<file path="src/rtl/fskp_pkg.sv">
package fskp_pkg;

  localparam int MAX_HALF    = 8;
  localparam int MAX_LEN     = 1024;
  localparam int SAMPLE_BITS = 32;
  localparam int WIN_DEPTH   = 2 * MAX_HALF + 1;
  localparam int CNT_W       = $clog2(MAX_LEN + 1);
  localparam int IDX_W       = 10;
  localparam int K_W         = $clog2(MAX_HALF + 1);
  localparam int POS_W       = $clog2(WIN_DEPTH);
  localparam int HW_W        = 4;
  localparam int ADDR_W      = 3;

  localparam logic [ADDR_W-3:0] REG_HALF_WINDOW = '0;
  localparam logic [HW_W-1:0]   HALF_WINDOW_RST = HW_W'(1);

  typedef logic [SAMPLE_BITS-1:0] key_t;

  // signed sample to unsigned key with the same ordering
  function automatic key_t order_key(input logic [SAMPLE_BITS-1:0] raw);
    order_key = raw ^ {1'b1, {(SAMPLE_BITS-1){1'b0}}};
  endfunction

endpackage

</file>
<file path="src/rtl/fskp_cell.sv">
module fskp_cell (
  input  logic           clk_i,
  input  logic           shift_i,
  input  fskp_pkg::key_t din_i,
  input  fskp_pkg::key_t cand_i,
  output fskp_pkg::key_t dout_o,
  output logic           gt_o
);

  fskp_pkg::key_t val_q;
  fskp_pkg::key_t val_d;

  assign val_d = shift_i ? din_i : val_q;

  always_ff @(posedge clk_i) begin
    val_q <= val_d;
  end

  assign dout_o = val_q;
  // candidate against the value this cell holds after the shift
  assign gt_o   = cand_i > din_i;

endmodule

</file>
<file path="src/rtl/first_strict_k_peak_finder.sv">
// Strict k-peak finder over a stream of signed samples.
// Input channel: one beat per sample (sample_value_i, last_sample_i), taken
// when in_valid_i is high and in_stall_o low. The beat with last_sample_i
// set closes the array. Output channel: one beat per array, sent in the
// cycle after the closing sample is taken; peak_found_o flags a hit and
// peak_index_o holds the smallest index of a sample strictly above its k
// neighbors on each side (0 when none).
// Throughput: one sample per cycle while in_stall_o is low. The window is a
// row of 2*MAX_HALF+1 cells that shift each taken sample along while every
// cell compares its new value with the candidate in the same cycle.
// k is the half_window register at APB byte address 0 (reset value 1; 0
// acts as 1, values above 8 act as 8). Write it only while the block idles.
// After MAX_LEN samples in one array further samples are not tested.
// The result sits in an output register; while out_stall_i holds it, no
// new sample is taken.
// Reset clears the sample count, the latched hit, the output beat and
// restores half_window.
module first_strict_k_peak_finder (
  input  logic                           clk_i,
  input  logic                           rst_ni,
  input  logic                           in_valid_i,
  output logic                           in_stall_o,
  input  logic signed [31:0]             sample_value_i,
  input  logic                           last_sample_i,
  output logic                           out_valid_o,
  input  logic                           out_stall_i,
  output logic                           peak_found_o,
  output logic [fskp_pkg::IDX_W-1:0]     peak_index_o,
  input  logic                           psel,
  input  logic                           penable,
  input  logic                           pwrite,
  input  logic [fskp_pkg::ADDR_W-1:0]    paddr,
  input  logic [31:0]                    pwdata,
  output logic [31:0]                    prdata,
  output logic                           pready
);

  localparam int WD = fskp_pkg::WIN_DEPTH;

  logic [fskp_pkg::HW_W-1:0]  hw_q;
  logic [fskp_pkg::K_W-1:0]   k;
  logic                       cfg_sel;

  assign pready  = 1'b1;
  assign cfg_sel = paddr[fskp_pkg::ADDR_W-1:2] == fskp_pkg::REG_HALF_WINDOW;
  assign prdata  = cfg_sel ? 32'(hw_q) : '0;

  always_ff @(posedge clk_i or negedge rst_ni) begin
    if (!rst_ni) begin
      hw_q <= fskp_pkg::HALF_WINDOW_RST;
    end else if (psel && penable && pwrite && cfg_sel) begin
      hw_q <= pwdata[fskp_pkg::HW_W-1:0];
    end
  end

  always_comb begin
    if (hw_q == '0) begin
      k = fskp_pkg::K_W'(1);
    end else if (32'(hw_q) > fskp_pkg::MAX_HALF) begin
      k = fskp_pkg::K_W'(fskp_pkg::MAX_HALF);
    end else begin
      k = fskp_pkg::K_W'(hw_q);
    end
  end

  logic [fskp_pkg::CNT_W-1:0] cnt_q, cnt_d;
  logic                       hit_q, hit_d;
  logic [fskp_pkg::IDX_W-1:0] pos_q, pos_d;
  logic                       out_valid_q, out_valid_d;
  logic                       found_q;
  logic [fskp_pkg::IDX_W-1:0] index_q;

  logic in_acc, run, shift, test, all_gt;

  fskp_pkg::key_t        din   [WD];
  fskp_pkg::key_t        dout  [WD];
  fskp_pkg::key_t        cand;
  logic [WD-1:0]         gt;
  logic [WD-1:0]         active;

  assign in_stall_o = out_valid_q & out_stall_i;
  assign in_acc     = in_valid_i & ~in_stall_o;
  assign run        = cnt_q < fskp_pkg::CNT_W'(fskp_pkg::MAX_LEN);
  assign shift      = in_acc & run;

  assign din[0] = fskp_pkg::order_key(sample_value_i);

  for (genvar j = 0; j < WD; j++) begin : g_cell
    if (j > 0) begin : g_link
      assign din[j] = dout[j-1];
    end
    fskp_cell u_cell (
      .clk_i  (clk_i),
      .shift_i(shift),
      .din_i  (din[j]),
      .cand_i (cand),
      .dout_o (dout[j]),
      .gt_o   (gt[j])
    );
    assign active[j] = (fskp_pkg::POS_W'(j) < fskp_pkg::POS_W'(k)) ||
                       ((fskp_pkg::POS_W'(j) > fskp_pkg::POS_W'(k)) &&
                        (fskp_pkg::POS_W'(j) <= {k, 1'b0}));
  end

  assign cand   = din[fskp_pkg::POS_W'(k)];
  assign all_gt = &(gt | ~active);
  assign test   = ~hit_q & (cnt_q >= fskp_pkg::CNT_W'({k, 1'b0})) & all_gt;

  always_comb begin
    hit_d = hit_q;
    pos_d = pos_q;
    cnt_d = cnt_q;
    if (shift) begin
      cnt_d = cnt_q + fskp_pkg::CNT_W'(1);
      if (test) begin
        hit_d = 1'b1;
        pos_d = fskp_pkg::IDX_W'(cnt_q - fskp_pkg::CNT_W'(k));
      end
    end
  end

  always_comb begin
    out_valid_d = out_valid_q & out_stall_i;
    if (in_acc && last_sample_i) begin
      out_valid_d = 1'b1;
    end
  end

  always_ff @(posedge clk_i or negedge rst_ni) begin
    if (!rst_ni) begin
      cnt_q       <= '0;
      hit_q       <= 1'b0;
      pos_q       <= '0;
      out_valid_q <= 1'b0;
    end else begin
      out_valid_q <= out_valid_d;
      if (in_acc && last_sample_i) begin
        cnt_q <= '0;
        hit_q <= 1'b0;
        pos_q <= '0;
      end else begin
        cnt_q <= cnt_d;
        hit_q <= hit_d;
        pos_q <= pos_d;
      end
    end
  end

  always_ff @(posedge clk_i) begin
    if (in_acc && last_sample_i) begin
      found_q <= hit_d;
      index_q <= hit_d ? pos_d : '0;
    end
  end

  assign out_valid_o  = out_valid_q;
  assign peak_found_o = found_q;
  assign peak_index_o = index_q;

endmodule

</file>
<file path="config.mk">
export PLATFORM = sky130hd
export DESIGN_NAME = first_strict_k_peak_finder
export DESIGN_NICKNAME = d
export VERILOG_FILES = /design/src/rtl/fskp_pkg.sv /design/src/rtl/fskp_cell.sv /design/src/rtl/first_strict_k_peak_finder.sv
export SDC_FILE = /design/constraint.sdc
export NUM_CORES = 1
export LEC_CHECK = 0
export BUFFER_PORTS_ARGS = -buffer_cell sky130_fd_sc_hd__buf_4
export CAP_MARGIN = 20
export CORE_MARGIN = 10
export CORE_UTILIZATION = 38
export CTS_BUF_LIST = sky130_fd_sc_hd__clkbuf_8 sky130_fd_sc_hd__clkbuf_16
export CTS_CLUSTER_DIAMETER = 100
export DETAILED_ROUTE_END_ITERATION = 7
export PLACE_DENSITY = 0.6
export SYNTH_ARGS = -nofsm -noshare
export SYNTH_HDL_FRONTEND = slang
export SYNTH_SLANG_ARGS = --single-unit
</file>
<file path="constraint.sdc">
create_clock -name clk_i -period 13.9 [get_ports clk_i]
set_clock_uncertainty 0.1 [all_clocks]
set_input_delay 0.695 -clock clk_i [delete_from_list [all_inputs] [get_ports clk_i]]
set_output_delay 0.695 -clock clk_i [all_outputs]
set_load 0.01 [all_outputs]
</file>
Word level (Yosys, flattened, before mapping)
Index checks and enable logic that the tools add are counted.
- flip-flop bits (word level): 550
- bits of input ports: 75
- output and inout bits: 46
- $add $sub $neg: 2
- magnitude comparators: 68
- muxes and demuxes: 15
- bitwise gates (word level): 12
- reductions and logical operators: 37
- operators with widths (cell ; number):
    32-bit greater-than comparator ; 17
    32-bit binary-select mux with 5-bit select ; 1
    32-bit 2-to-1 mux ; 2
    4-bit by 5-bit <= comparator with 1-bit output (first input constant) ; 8
    4-bit greater-than comparator (first input constant) ; 8
    10-bit 2-to-1 mux ; 3
    4-bit less-than comparator (first input constant) ; 7
    11-bit 2-to-1 mux ; 2
    3-bit by 5-bit <= comparator with 1-bit output (first input constant) ; 4
    1-bit logical AND ; 19
    17-bit inverter ; 1
    17-bit bitwise OR ; 1
    17-bit AND reduction ; 1
    3-bit by 4-bit greater-than comparator with 1-bit output (first input constant) ; 4
    3-bit by 4-bit less-than comparator with 1-bit output (first input constant) ; 4
    1-bit logical OR ; 15
    4-bit 2-to-1 mux ; 3
    11-bit by 1-bit adder with 11-bit output (second input constant) ; 1
    11-bit by 5-bit >= comparator with 1-bit output ; 1
    11-bit less-than comparator (second input constant) ; 1
    2-bit by 5-bit <= comparator with 1-bit output (first input constant) ; 2
    10-bit by 4-bit subtractor with 10-bit output ; 1
    2-bit by 4-bit greater-than comparator with 1-bit output (first input constant) ; 2
    1-bit by 4-bit less-than comparator with 1-bit output (first input constant) ; 2
    other kinds (13) ; 24

Logic depth before layout (Yosys ltp)
- depth after elaboration: 14
- depth in mapped cells: 21
- mapped depth without buffers: 18

By module
Synthesis repeated with hierarchy kept, for this count alone.
- cell total of the unflattened synthesis: 2971
- area, all modules: 34991.1 µm²
- modules (own cells, without submodules) (module ; instances ; cells each ; area an instance (µm²)):
    fskp_cell ; 17 ; 144 ; 1766.7
    first_strict_k_peak_finder ; 1 ; 523 ; 4957.3

Worst setup path after synthesis
Ideal clock, no wire load.
- path type: in2reg
- start point: input port out_stall_i
- end point: register index_q (netlist bit peak_index_o[1]) (data pin)
- arrival: 8.563 ns
- required time: 13.668 ns
- path slack: 5.105 ns
- stages: 10
- path buffers: 1
- cells stage by stage: nand2_1 > and3b_1 > buf_2 > nor2b_1 > and4_1 > nand4_1 > nor4b_2 > nand4_4 > nor3_4 > a22o_1
- word-level cells in the longest chain between the ends: 5
- elaborated cells between the ends (all ways): 6
- classes of those cells: mux (2); bitwise (4)
- ends and longest elaborated chain (item ; RTL line ; RTL):
    start: declaration ; first_strict_k_peak_finder.sv:26 ; input logic out_stall_i,
    1-bit AND (*) ; first_strict_k_peak_finder.sv:81 ; assign in_stall_o = out_valid_q & out_stall_i;
    1-bit inverter (*) ; first_strict_k_peak_finder.sv:82 ; assign in_acc = in_valid_i & ~in_stall_o;
    1-bit AND (*) ; first_strict_k_peak_finder.sv:82 ;
    1-bit AND (*) ; first_strict_k_peak_finder.sv:84 ; assign shift = in_acc & run;
    via g_cell[0].u_cell.shift_i ; fskp_cell.sv:3 ; input logic shift_i,
    10-bit 2-to-1 mux or 1-bit 2-to-1 mux (tied branches) ; first_strict_k_peak_finder.sv:113 ; if (shift) begin
    end signal: assignment ; first_strict_k_peak_finder.sv:152 ; index_q <= hit_d ? pos_d : '0;
    end: declaration ; first_strict_k_peak_finder.sv:71 ; logic [fskp_pkg::IDX_W-1:0] index_q;
Mark *: on every way through the listed nets, which the timed path passes. The rest lies on a longest branch.
A chain may end at the register's enable or synchronous reset.

Final worst setup path
- start point: register hw_q[2] (netlist name)
- end point: register found_q, in the netlist peak_found_o (data pin)
- word-level cells in the longest chain between the ends: 13
- elaborated cells between the ends (all ways): 110
- classes of those cells: order compare (66); mux (7); bitwise (5); reduce/logical (32)
- ends and longest elaborated chain (item ; RTL line ; RTL):
    start: declaration ; first_strict_k_peak_finder.sv:40 ; logic [fskp_pkg::HW_W-1:0] hw_q;
    start signal: assignment ; first_strict_k_peak_finder.sv:50 ; hw_q <= fskp_pkg::HALF_WINDOW_RST;
    start signal: assignment ; first_strict_k_peak_finder.sv:52 ; hw_q <= pwdata[fskp_pkg::HW_W-1:0];
    4-bit greater-than comparator ; first_strict_k_peak_finder.sv:59 ; end else if (32'(hw_q) > fskp_pkg::MAX_HALF) begin
    4-bit 2-to-1 mux ; first_strict_k_peak_finder.sv:59 ;
    4-bit 2-to-1 mux (*) ; first_strict_k_peak_finder.sv:57 ; if (hw_q == '0) begin
    4-bit inverter with 6-bit output (implied by the code) ; first_strict_k_peak_finder.sv:105 ; assign cand = din[fskp_pkg::POS_W'(k)];
    32-bit binary-select mux with 5-bit select ; first_strict_k_peak_finder.sv:105 ;
    32-bit 2-to-1 mux (implied by the code) (2 in a row) ; first_strict_k_peak_finder.sv:105 ;
    32-bit greater-than comparator ; fskp_cell.sv:21 ; assign gt_o = cand_i > din_i;
    17-bit bitwise OR ; first_strict_k_peak_finder.sv:106 ; assign all_gt = &(gt | ~active);
    17-bit AND reduction ; first_strict_k_peak_finder.sv:106 ;
    1-bit AND (*) ; first_strict_k_peak_finder.sv:107 ; assign test = ~hit_q & (cnt_q >= fskp_pkg::CNT_W'({k, 1'b0})) & all_gt;
    1-bit 2-to-1 mux (*) ; first_strict_k_peak_finder.sv:115 ; if (test) begin
    1-bit 2-to-1 mux (*) ; first_strict_k_peak_finder.sv:113 ;
    via hit_d ; first_strict_k_peak_finder.sv:67 ; logic hit_q, hit_d;
    end signal: assignment ; first_strict_k_peak_finder.sv:151 ; found_q <= hit_d;
    end: declaration ; first_strict_k_peak_finder.sv:70 ; logic found_q;
Mark *: on every way through the listed nets, which the timed path passes. The rest lies on a longest branch. The select of a mux whose other input is x is not followed.

==> results.md <==
- Status: complete, no violations
- DR vias/cell: 5.18
- Gr usage total: 0.151
- Crit. End Element: register
- WP data arrival: 7.29 ns
- Post-DP HPWL: 59.7 mm
- H-tree lvl count: 2
- Setup TNS: 0 ns
- Post-CTS Setup Bufs: 0
- Cell area after synthesis: 33800 µm²
- Synth warn: 0
- Asr flop ratio synth: 0.0491
- CP Class: register to register
- Hold_sp: sample_value_i[21]
- Fin crit share: 0.505
- Routed length per instance: 18.0 µm
- Syn avg cell area: 11.0 µm²
- Final hold slack: 0.156 ns
- Final min period: 7.02 ns
- CP startpoint kind: register
- Filler cells: 8325
- Clock Tree Buf Depth: 3
- Final Setup Violations: 0
- Hold Path Sink: g_cell[0].u_cell.dout_o[21]$_DFFE_PP_
- Post-route design area: 37600 µm²
- Top-area cell type share of the netlist area: 0.465
- Grt met3 use: 0.0246
- Grt total ovfl: 0
- Row Count: 109
- Skew-Pair Late Insertion Delay: 0.63 ns
- Final Max Tran Viols: 0
- Port bufs: 61
- Largest net degree at the start of global routing: 183
- Core Area: 88200 µm²
- Main flop type after synthesis: edfxtp_1
- TritonCTS Sinks: 550
- Slew @ Worst Pin: 1.09 ns
- Hold Path Class: input port to register
- Die Wd: 318 µm
- Grt met1 use: 0.188
- R2R depth: 20
- Data required, critical path: 14.16 ns
- Number of flops mapped to enable cells by yosys: 523
- Area post-placement: 35700 µm²
- Placed Instances: 4288
- Worst flop-to-flop path startpoint: hw_q[2]$_DFFE_PN0P_
- Initial antenna violation count: 0
- Flops & latches, synth: 550
- Final layout net count: 3815
- Unrepaired setup endpoints after global routing: false
- Clock transition at path regs: 0.06 ns
- Sequential element share of the synthesized area: 0.485
- Die height: 318 µm
- Yosys top cell by area: edfxtp_1
- Worst Hold Path Cells: 1
- Initial DRC count: 1379
- First-pass GRT wire length: 123 mm
- I/O pins: 121
- TritonRoute pass-1 iters: 7
- Max cap viols: 0
- Worst Path Max Fanout: 46
- Most used routing layer: met2
- Fin. Hold Viols: 0
- Slew margin rel.: 0.276
- Cell Pwr Density: 152 nW/µm²
- Worst reg2reg endpoint: peak_found_o$_DFFE_PP_
- Maximum vdd ir drop: 0.102 mV
- Vias: 22805
- Layout area overhead: 11.3%
- Top post-synthesis cells by area: edfxtp_1 (47%), ha_1 (20%), inv_1 (6.0%), a21oi_1 (3.6%), nand4_1 (2.3%)
- DRC viols: 0
- Vias in the first global route: 22726
- Leakage power: 16.8 nW
- Met2 Use GR: 0.267
- # hold bufs at CTS: 1
- CTS tree: yes
- WL final: 79.1 mm
- Synth Instances: 3078
- RePlAce Congestion: 0.814
- CTS root buf: clkbuf_16
- Die footprint: 101000 µm²
- F_max: 142 MHz
- Layout cells sized above 1: 0.0671
- Initial cell density of the core: 0.383
- Most frequent cells in the layout: inv_1 (568), ha_1 (553), edfxtp_1 (523)
- Gates resized, CTS repair: 0
- Commonest non-fill, non-tap cell in the layout: inv_1
- Post-synth cell types: 76
- R2r setup slk: 6.88 ns
- Cts bufs inserted: 60
- Routed Antenna Nets: 0
- Cell Count, Final, Fillers Out: 4402
[power breakdown]
part	internal, mW	total, mW	switching, mW
combinational	0.815	2.18	1.36
sequential	1.96	2.04	0.0803
clock	0.829	1.49	0.658
total	3.60	5.71	2.10
[flip-flops by register name, summed over array words and instances, names as in the netlist]
name	count
hit_q	1
peak_found_o	1
out_valid_o	1
cnt_q	11
hw_q	4
g_cell.u_cell.dout_o	512
pos_q	10
peak_index_o	10
[final cells by class]
type | count | area (µm²) | share of cell area
Timing Repair Buffer | 108 | 838 | 0.0223
Sequential cell | 550 | 16400 | 0.436
Inverter | 546 | 2050 | 0.0546
Multi-Input combinational cell | 1920 | 15000 | 0.400
Clock inverter | 50 | 260 | 0.00693
Antenna cell | 1 | 2.50 | 0.0000666
Clock buffer | 62 | 1540 | 0.0410
Tap cell | 1165 | 1460 | 0.0388
[metrics by stage]
| stage | setup WS [ns] | utilization | power [mW] |
|---|---|---|---|
| floorplan | 5.10 | - | 3.56 |
| global placement | 6.93 | 0.405 | 4.19 |
| detailed placement | 6.85 | 0.405 | 4.26 |
| CTS | 6.80 | 0.426 | 5.76 |
| global route | 6.43 | 0.426 | 6.13 |
| finish | 6.88 | 0.426 | 5.71 |
[worst max-delay path by stage]
stage / from / end / slack (ns) / depth (start not counted)
final: hw_q[2]$_DFFE_PN0P_ / peak_found_o$_DFFE_PP_ / 6.88 / 20
after global routing: hw_q[2]$_DFFE_PN0P_ / peak_found_o$_DFFE_PP_ / 6.43 / 20
after CTS: hw_q[2]$_DFFE_PN0P_ / peak_index_o[3]$_SDFFCE_PN0P_ / 6.80 / 18
after detailed placement: hw_q[2]$_DFFE_PN0P_ / peak_index_o[3]$_SDFFCE_PN0P_ / 6.85 / 18
after global placement: hw_q[2]$_DFFE_PN0P_ / peak_index_o[3]$_SDFFCE_PN0P_ / 6.93 / 18
after floorplan: out_stall_i / peak_index_o[1]$_SDFFCE_PN0P_ / 5.10 / 10
[per-layer routing]
layer  share of wire  wire, µm
met1            0.44     34700
met2            0.49     38500
met3           0.049      3880
met4           0.026      2020
met5               0         0
[synth_stat cells, drive strengths merged, types with 7 or more instances]
cell type / number
nor2: 100
a211oi: 100
inv: 545
nand4: 125
nor3: 27
a21boi: 14
a221oi: 13
clkbuf: 45
and4: 21
xor2: 10
buf: 44
a21oi: 241
nor2b: 32
a2111oi: 8
mux2i: 36
a21o: 55
edfxtp: 523
nand2b: 10
nor4: 16
nand3: 75
or3: 7
o31ai: 11
o21ai: 97
dfrtp: 26
ha: 553
a31oi: 28
o211ai: 23
nand2: 203
[critical path, stage by stage, from the launching register on]
cell and delay [ns]:
dfrtp_2 0.80, nor2_1 0.17, o21ai_4 0.17, buf_4 0.44, buf_4 0.52, nand2_1 0.11, o21ai_0 0.09, nor2_1 0.05
a21oi_1 0.14, a211oi_1 0.10, a21oi_1 0.87, ha_1 0.26, nand4_1 0.17, nor4_1 0.67, nand2b_1 0.19, a31oi_1 0.06
a211oi_1 0.73, a31oi_1 0.26, nand2b_1 0.45, nor3_4 0.14, or2_1 0.23
[cell families (layout without fill, tap and decap cells)]
kind of cell    count (synthesis)  after routing  share of synthesized area
flops                         550            550                      0.485
buf+inv                       635            766                     0.0740
mux                            45             45                     0.0153
simple gates                  635            635                     0.0954
compound gates                644            644                      0.121
other cells                     2             30                   0.000222
xor+xnor                       13             13                    0.00337
fa+ha+maj                     554            554                      0.206
Note: power is estimated with default switching activity, not from simulation.
